==> src/hdl/bps_pkg.sv <==
`default_nettype none

package bps_pkg;

    // Coordinate and counter widths.
    localparam int COORD_BITS = 12;
    localparam int COUNT_BITS = 24;
    localparam int SUM_BITS   = COORD_BITS + COUNT_BITS;
    localparam int MEAN_BITS  = COORD_BITS + 1;
    localparam int STEP_BITS  = $clog2(COORD_BITS);

    localparam logic [COUNT_BITS-1:0] COUNT_MAX  = {COUNT_BITS{1'b1}};
    localparam logic [MEAN_BITS-1:0]  MEAN_EMPTY = {MEAN_BITS{1'b1}};
    localparam logic [STEP_BITS-1:0]  STEP_LAST  = STEP_BITS'(COORD_BITS - 1);

    // Commands from the controller to the datapath.
    typedef struct packed {
        logic take;
        logic load_x;
        logic load_y;
        logic step;
        logic finish;
    } t_cmd;

    // Status from the datapath to the controller.
    typedef struct packed {
        logic empty;
        logic out_busy;
    } t_status;

endpackage

`default_nettype wire

==> src/hdl/bps_ctrl.sv <==
`default_nettype none

module bps_ctrl (
    input  wire                 i_clk,
    input  wire                 i_rst_n,
    input  wire                 i_in_valid,
    input  wire                 i_last,
    input  bps_pkg::t_status    i_status,
    output logic                o_in_ready,
    output bps_pkg::t_cmd       o_cmd
);

    localparam logic [2:0] S_IDLE  = 3'd0;
    localparam logic [2:0] S_LOADX = 3'd1;
    localparam logic [2:0] S_DIVX  = 3'd2;
    localparam logic [2:0] S_LOADY = 3'd3;
    localparam logic [2:0] S_DIVY  = 3'd4;
    localparam logic [2:0] S_DONE  = 3'd5;

    logic [2:0]                    r_state;
    logic [2:0]                    n_state;
    logic [bps_pkg::STEP_BITS-1:0] r_step;
    logic [bps_pkg::STEP_BITS-1:0] n_step;

    // Next state and command decode.
    always_comb begin
        n_state     = r_state;
        n_step      = r_step;
        o_cmd       = '0;
        o_in_ready  = 1'b0;
        unique case (r_state)
            S_IDLE: begin
                o_in_ready = 1'b1;
                if (i_in_valid) begin
                    o_cmd.take = 1'b1;
                    if (i_last) begin
                        n_state = S_LOADX;
                    end
                end
            end
            S_LOADX: begin
                if (i_status.empty) begin
                    n_state = S_DONE;
                end else begin
                    o_cmd.load_x = 1'b1;
                    n_step       = '0;
                    n_state      = S_DIVX;
                end
            end
            S_DIVX: begin
                o_cmd.step = 1'b1;
                n_step     = r_step + 1'b1;
                if (r_step == bps_pkg::STEP_LAST) begin
                    n_state = S_LOADY;
                end
            end
            S_LOADY: begin
                o_cmd.load_y = 1'b1;
                n_step       = '0;
                n_state      = S_DIVY;
            end
            S_DIVY: begin
                o_cmd.step = 1'b1;
                n_step     = r_step + 1'b1;
                if (r_step == bps_pkg::STEP_LAST) begin
                    n_state = S_DONE;
                end
            end
            S_DONE: begin
                if (!i_status.out_busy) begin
                    o_cmd.finish = 1'b1;
                    n_state      = S_IDLE;
                end
            end
            default: begin
                n_state = S_IDLE;
            end
        endcase
    end

    // State registers.
    always_ff @(posedge i_clk) begin
        if (!i_rst_n) begin
            r_state <= S_IDLE;
            r_step  <= '0;
        end else begin
            r_state <= n_state;
            r_step  <= n_step;
        end
    end

endmodule

`default_nettype wire

==> src/hdl/bps_dp.sv <==
`default_nettype none

module bps_dp (
    input  wire                                  i_clk,
    input  wire                                  i_rst_n,
    input  bps_pkg::t_cmd                        i_cmd,
    input  wire [bps_pkg::COORD_BITS-1:0]        i_point_x,
    input  wire [bps_pkg::COORD_BITS-1:0]        i_point_y,
    input  wire                                  i_has_point,
    input  wire                                  i_out_ready,
    output bps_pkg::t_status                     o_status,
    output logic                                 o_out_valid,
    output logic signed [bps_pkg::MEAN_BITS-1:0] o_mean_x,
    output logic signed [bps_pkg::MEAN_BITS-1:0] o_mean_y,
    output logic signed [bps_pkg::MEAN_BITS-1:0] o_signed_width,
    output logic [bps_pkg::COORD_BITS-1:0]       o_blob_height,
    output logic [bps_pkg::COUNT_BITS-1:0]       o_point_count
);

    localparam int CB = bps_pkg::COORD_BITS;
    localparam int NB = bps_pkg::COUNT_BITS;
    localparam int SB = bps_pkg::SUM_BITS;
    localparam int MB = bps_pkg::MEAN_BITS;

    logic [SB-1:0] r_sum_x;
    logic [SB-1:0] r_sum_y;
    logic [NB-1:0] r_count;
    logic [CB-1:0] r_left_x;
    logic [CB-1:0] r_left_y;
    logic [CB-1:0] r_right_x;
    logic [CB-1:0] r_right_y;
    logic [CB-1:0] r_min_row;
    logic [CB-1:0] r_max_row;

    logic [NB-1:0] r_rem;
    logic [CB-1:0] r_dvd;
    logic [CB-1:0] r_quo;
    logic [CB-1:0] r_mean_x;

    logic          r_out_valid;
    logic [MB-1:0] r_out_mean_x;
    logic [MB-1:0] r_out_mean_y;
    logic [MB-1:0] r_out_width;
    logic [CB-1:0] r_out_height;
    logic [NB-1:0] r_out_count;

    logic          accept_pt;
    logic          first_pt;
    logic [NB:0]   trial;
    logic          q_bit;
    logic [MB-1:0] diff;
    logic [MB-1:0] width;
    logic          empty;

    assign empty           = (r_count == '0);
    assign o_status.empty  = empty;
    assign o_status.out_busy = r_out_valid && !i_out_ready;

    // A point is dropped once the count is full.
    assign accept_pt = i_cmd.take && i_has_point && (r_count != bps_pkg::COUNT_MAX);
    assign first_pt  = empty;

    // Point accumulation and extremes; cleared once a result is issued.
    always_ff @(posedge i_clk) begin
        if (!i_rst_n || i_cmd.finish) begin
            r_sum_x   <= '0;
            r_sum_y   <= '0;
            r_count   <= '0;
            r_left_x  <= '0;
            r_left_y  <= '0;
            r_right_x <= '0;
            r_right_y <= '0;
            r_min_row <= '0;
            r_max_row <= '0;
        end else if (accept_pt) begin
            r_sum_x <= r_sum_x + SB'(i_point_x);
            r_sum_y <= r_sum_y + SB'(i_point_y);
            r_count <= r_count + 1'b1;
            if (first_pt || i_point_x < r_left_x) begin
                r_left_x <= i_point_x;
                r_left_y <= i_point_y;
            end
            if (first_pt || i_point_x > r_right_x) begin
                r_right_x <= i_point_x;
                r_right_y <= i_point_y;
            end
            if (first_pt || i_point_y < r_min_row) begin
                r_min_row <= i_point_y;
            end
            if (first_pt || i_point_y > r_max_row) begin
                r_max_row <= i_point_y;
            end
        end
    end

    // Restoring divider, one quotient bit per cycle. The mean fits in
    // COORD_BITS bits, so the upper part of the sum is already below the count.
    assign trial = {r_rem, r_dvd[CB-1]};
    assign q_bit = (trial >= {1'b0, r_count});

    always_ff @(posedge i_clk) begin
        if (i_cmd.load_x) begin
            r_rem <= r_sum_x[SB-1:CB];
            r_dvd <= r_sum_x[CB-1:0];
        end else if (i_cmd.load_y) begin
            r_rem    <= r_sum_y[SB-1:CB];
            r_dvd    <= r_sum_y[CB-1:0];
            r_mean_x <= r_quo;
        end else if (i_cmd.step) begin
            r_rem <= q_bit ? NB'(trial - {1'b0, r_count}) : trial[NB-1:0];
            r_dvd <= {r_dvd[CB-2:0], 1'b0};
            r_quo <= {r_quo[CB-2:0], q_bit};
        end
    end

    // Width sign follows the tilt of the extreme points.
    assign diff  = {1'b0, r_right_x} - {1'b0, r_left_x};
    assign width = (r_right_y > r_left_y) ? diff : MB'(-diff);

    // Output register.
    always_ff @(posedge i_clk) begin
        if (!i_rst_n) begin
            r_out_valid <= 1'b0;
        end else if (i_cmd.finish) begin
            r_out_valid <= 1'b1;
        end else if (i_out_ready) begin
            r_out_valid <= 1'b0;
        end
    end

    always_ff @(posedge i_clk) begin
        if (i_cmd.finish) begin
            r_out_mean_x <= empty ? bps_pkg::MEAN_EMPTY : {1'b0, r_mean_x};
            r_out_mean_y <= empty ? bps_pkg::MEAN_EMPTY : {1'b0, r_quo};
            r_out_width  <= width;
            r_out_height <= r_max_row - r_min_row;
            r_out_count  <= r_count;
        end
    end

    assign o_out_valid    = r_out_valid;
    assign o_mean_x       = r_out_mean_x;
    assign o_mean_y       = r_out_mean_y;
    assign o_signed_width = r_out_width;
    assign o_blob_height  = r_out_height;
    assign o_point_count  = r_out_count;

    // A pending result is never overwritten.
    a_no_overwrite: assert property (@(posedge i_clk) disable iff (!i_rst_n)
        (i_cmd.finish && r_out_valid) |-> i_out_ready)
        else $error("result overwritten before it was taken");

    // The partial remainder stays below the divisor.
    a_rem_bound: assert property (@(posedge i_clk) disable iff (!i_rst_n)
        ($past(i_cmd.load_x || i_cmd.load_y || i_cmd.step) && !empty) |-> (r_rem < r_count))
        else $error("divider remainder out of range");

    // An empty blob reports means of minus one.
    a_empty_mean: assert property (@(posedge i_clk) disable iff (!i_rst_n)
        (i_cmd.finish && empty) |=> (r_out_mean_x == bps_pkg::MEAN_EMPTY
                                     && r_out_mean_y == bps_pkg::MEAN_EMPTY))
        else $error("empty blob mean is not minus one");

endmodule

`default_nettype wire

==> src/hdl/blob_point_statistics.sv <==
// Points are taken one per cycle while the block is idle; items without last give no result.
// An item with last gives its result through the shared bit-serial divider, which computes
// mean x and then mean y; an empty blob skips the divider.
// A finished result waits in the output register while new points are taken.
// Reset (synchronous, active low) clears all sums, extremes, the count and the output valid.
`default_nettype none

module blob_point_statistics (
    input  wire                                  i_clk,
    input  wire                                  i_rst_n,
    input  wire                                  i_in_valid,
    output logic                                 o_in_ready,
    input  wire [bps_pkg::COORD_BITS-1:0]        i_point_x,
    input  wire [bps_pkg::COORD_BITS-1:0]        i_point_y,
    input  wire                                  i_has_point,
    input  wire                                  i_last,
    output logic                                 o_out_valid,
    input  wire                                  i_out_ready,
    output logic signed [bps_pkg::MEAN_BITS-1:0] o_mean_x,
    output logic signed [bps_pkg::MEAN_BITS-1:0] o_mean_y,
    output logic signed [bps_pkg::MEAN_BITS-1:0] o_signed_width,
    output logic [bps_pkg::COORD_BITS-1:0]       o_blob_height,
    output logic [bps_pkg::COUNT_BITS-1:0]       o_point_count
);

    bps_pkg::t_cmd    cmd;
    bps_pkg::t_status status;

    // Sequencer.
    bps_ctrl u_ctrl (
        .i_clk      (i_clk),
        .i_rst_n    (i_rst_n),
        .i_in_valid (i_in_valid),
        .i_last     (i_last),
        .i_status   (status),
        .o_in_ready (o_in_ready),
        .o_cmd      (cmd)
    );

    // Accumulators, divider and output register.
    bps_dp u_dp (
        .i_clk          (i_clk),
        .i_rst_n        (i_rst_n),
        .i_cmd          (cmd),
        .i_point_x      (i_point_x),
        .i_point_y      (i_point_y),
        .i_has_point    (i_has_point),
        .i_out_ready    (i_out_ready),
        .o_status       (status),
        .o_out_valid    (o_out_valid),
        .o_mean_x       (o_mean_x),
        .o_mean_y       (o_mean_y),
        .o_signed_width (o_signed_width),
        .o_blob_height  (o_blob_height),
        .o_point_count  (o_point_count)
    );

endmodule

`default_nettype wire

==> config.mk <==
export PLATFORM = sky130hd
export DESIGN_NAME = blob_point_statistics
export DESIGN_NICKNAME = d
export VERILOG_FILES = /design/src/hdl/bps_pkg.sv /design/src/hdl/bps_ctrl.sv /design/src/hdl/bps_dp.sv /design/src/hdl/blob_point_statistics.sv
export SDC_FILE = /design/constraint.sdc
export NUM_CORES = 1
export LEC_CHECK = 0
export BUFFER_PORTS_ARGS = -buffer_cell sky130_fd_sc_hd__buf_4
export CAP_MARGIN = 10
export CORE_MARGIN = 4
export CORE_UTILIZATION = 41
export CTS_BUF_LIST = sky130_fd_sc_hd__clkbuf_4 sky130_fd_sc_hd__clkbuf_8 sky130_fd_sc_hd__clkbuf_16
export DETAILED_ROUTE_END_ITERATION = 8
export HOLD_SLACK_MARGIN = 0.02
export RECOVER_POWER = 50
export SYNTH_ARGS = -nofsm -noshare
export SYNTH_HDL_FRONTEND = slang
export SYNTH_SLANG_ARGS = --single-unit
==> constraint.sdc <==
create_clock -name i_clk -period 7.7 [get_ports i_clk]
set_clock_uncertainty 0.05 [all_clocks]
set_input_delay 1.155 -clock i_clk [delete_from_list [all_inputs] [get_ports i_clk]]
set_output_delay 1.155 -clock i_clk [all_outputs]
set_load 0.02 [all_outputs]
==> impl_results.md <==
* Total clock buffers created by CTS at 37
* CTS HTree Levels at 2
* Max-slew headroom at the worst pin at -195%
* Fin worst setup slack at 2.54 ns
* Boundary pin count at 107
* Worst path buffer plus inverter count at 5
* Clock network fraction of total power at 39.2%
* Number of instances resized during post-cts repair at 0
* Number of diodes at 0
* Number of cells in the finished layout apart from fillers at 2501
* TritonCTS clock tree: yes
* Total via count in the routed design at 13676
* Flip-flop and latch count after synthesis at 310
* Buffers added on ports at 106
* Dpl cells at 2433
* Maximum number of pins on one net before global-route repair at 158
* Post-synth design cell area at 0.0174 sq mm
* Final setup violation count at 0
* Tot GR Track Use at 18.3%
* First-pass GRT wire length at 70.0 mm
* Crit end category: register
* Cells along the critical path: inv_1, ha_1, nor4b_1, nand4_1, or2_2, clkbuf_1, inv_1, nor3_2, buf_4, nor2_1, buf_4, a31oi_1, o31ai_1
* Data arrival time at the worst-slack endpoint at 5.38 ns
* Die boundary width at 214 um
* Filler cell count in the final layout at 4024
* Initial antenna violation count at 0
* Cell internal power dissipation at 3.35 mW
* Vias in the first global route at 13446
* Clock transition at the register clock pins on the worst setup and hold paths after CTS at 0.06 ns
* Congestion Overflow GR at 0
* Average footprint of a synthesized cell at 9.37 sq um
* Utilization after layout at 47.0%
* Total setup buffers inserted after CTS at 0
* Max Root-Sink Buffers at 3
* First-iteration detailed-routing DRC count at 962
* Violated checks: max-capacitance violations, max-slew violations
* Post-synth EDFFs at 134
* Worst setup path class: reg -> reg
* Required time of the worst setup path at 7.92 ns
* WHS at 0.411 ns
* Min Clock Period, post-route at 5.16 ns
* Via/cell ratio at 5.47
* Num Clock Sinks at 310
* Path type of the worst min-delay path: reg -> reg
* Most frequent cells in the layout: nor2_1 (180), dfxtp_1 (176), nand2_1 (136)
* Power Density at 237 mW/mm^2
* Max-cap violations at 3
* Sequential fraction of the synthesis area at 43.4%
* Final worst-path cycle share at 67.1%
* Sequential cell fraction of total power at 40.7%
* CTS hold repair buffers at 0
* Switching power as a share of total power at 28.1%
* Top Family by Delay on Critical Path: buffers and inverters
* Leak at 7.36 nW
* DRC violations left at 0
* Antenna viol nets, final at 0
* Final TNS setup at 0 ns
* Synthesized instance count at 1856
* Outcome: finished, violations left
* Worst supply voltage drop on vdd at 126 uV
* Area growth syn-to-layout at 13.3%
* Unrepaired setup endpoints after global routing: no
* Number of max-slew violations in the final report at 156
* Maximum single-stage delay on the critical path at 1.14 ns
* Die outline area at 0.0458 sq mm
* Number of unique standard cell types used by synthesis at 71
* Core Area at 0.0419 sq mm
* Proportion of layout cells with a drive suffix above 1 at 6.93%
* Nets@finish at 2101
* Part of the power in combinational logic at 20.1%
* Post-detailed-placement half-perimeter wirelength at 29.4 mm
* Critical Path Slowest Stage Cell: clkbuf_1
* Commonest non-fill, non-tap cell in the layout: nor2_1
* Drt first pass iters at 7
* Share of flip-flops with an asynchronous set or reset at 0%
* Syn. warnings at 0
* Number of hold violations in the final report at 0
* Total length of routed wires at 43.0 mm
* Maximum achievable frequency at 0.194 GHz
* Post-place setup slack at 3.52 ns
* Synthesized net count at 2024
* Crit-path max FO at 39
* Clock latency at the later pin of the worst-skew pair at 0.54 ns
* Initial core utilization at 41.5%
* Total number of placement rows at 75
* Worst Max-Slew Pin Slew at 4.42 ns
* Final GP Congestion at 0.839
* Ys flop type: dfxtp_1
* Average detailed-routed wire length per instance at 17.2 um
* Clock root buffer master: clkbuf_16
* Startpoint type of the worst setup path: register
* Overall die height at 214 um
* Net switching power at 1.31 mW
## per-stage QoR
stage	total power [mW]	cell area [sq um]
CTS	4.73	20000
floorplan	2.64	17400
detailed placement	2.87	18700
global route	4.91	19700
global placement	2.85	18700
finish	4.67	19700
## Yosys cell counts (all sizes together) (17+ instances only)
cell,instances,share of area (%)
nand4,29,1.0
o21a,17,0.73
nor3,31,0.92
dfxtp,176,20
a211oi,17,0.73
clkbuf,66,1.4
nor2,181,3.9
a21o,36,1.6
inv,107,2.3
nand2b,43,1.5
xor2,48,2.4
edfxtp,134,23
and3,17,0.61
xnor2,75,3.8
a22oi,30,1.3
buf,18,0.55
mux2i,45,2.6
o2111ai,19,0.96
or4,17,0.73
nand3,83,2.5
nor2b,18,0.65
a21oi,116,3.3
nand2,136,2.9
o21ai,99,2.9
ha,133,9.6
## cell type report
cell class / instances / area [sq um] / share of cell area (%)
Inverter: 107 / 402 / 2.04
Clock buffer: 53 / 1130 / 5.73
Tap cell: 539 / 674 / 3.42
Sequential cell: 310 / 7550 / 38.3
Timing Repair Buffer: 122 / 628 / 3.19
Multi-Input combinational cell: 1355 / 9150 / 46.5
Clock inverter: 15 / 168 / 0.851
## worst register-to-register path: cells and delay by family, from the launching register on
family / cells / cell delay, ns
adder cells (fa/ha/maj): 1 / 0.24
flip-flops: 1 / 0.44
AO/OA/AOI/OAI: 2 / 0.32
AND/OR/NAND/NOR: 5 / 0.88
buffers and inverters: 5 / 2.98
## final timing paths
check,from,endpoint,slack (ns),depth (start not counted)
setup / recovery,u_dp.r_count[1],u_dp.r_rem[15],2.54,13
hold / removal,u_dp.r_quo[11],u_dp.r_mean_x[11],0.41,0
setup reg to reg,u_dp.r_count[1],u_dp.r_rem[15],2.54,13
hold reg to reg,u_dp.r_quo[11],u_dp.r_mean_x[11],0.41,0
## registers in the layout (all words and copies together) (netlist names), 13 cells and up
register and cells:
u_dp.o_signed_width 13, u_dp.r_sum_x 36, u_dp.r_sum_y 36, u_dp.r_rem 24, u_dp.o_mean_y 13, u_dp.r_count 24
u_dp.o_point_count 24
## power groups by stage
stage / combinational, mW / clock (mW) / sequential (mW)
floorplan: 0.718 / 0 / 1.92
global route: 1.06 / 1.94 / 1.91
CTS: 0.949 / 1.88 / 1.90
detailed placement: 0.943 / 0 / 1.93
finish: 0.939 / 1.83 / 1.90
global placement: 0.924 / 0 / 1.93
## routing by layer
layer	vias up	part of all wire, %	track usage [%]
met5	-	0	0
met4	0	1.6	4.04
met3	46	5.1	3.72
met2	274	44	29.3
met1	6480	49	25.7
li1	6876	-	-
## cells by family (layout without fill, tap and decap cells)
kind of cell | after synthesis | in the layout | share of synthesized area, %
xor+xnor | 123 | 123 | 6.19
compound gates | 423 | 423 | 15.7
simple gates | 625 | 625 | 17.6
mux | 46 | 46 | 2.65
buf+inv | 191 | 297 | 4.29
flops | 310 | 310 | 43.4
fa+ha+maj | 138 | 138 | 10.1
Power figures use the tool's default switching activity.
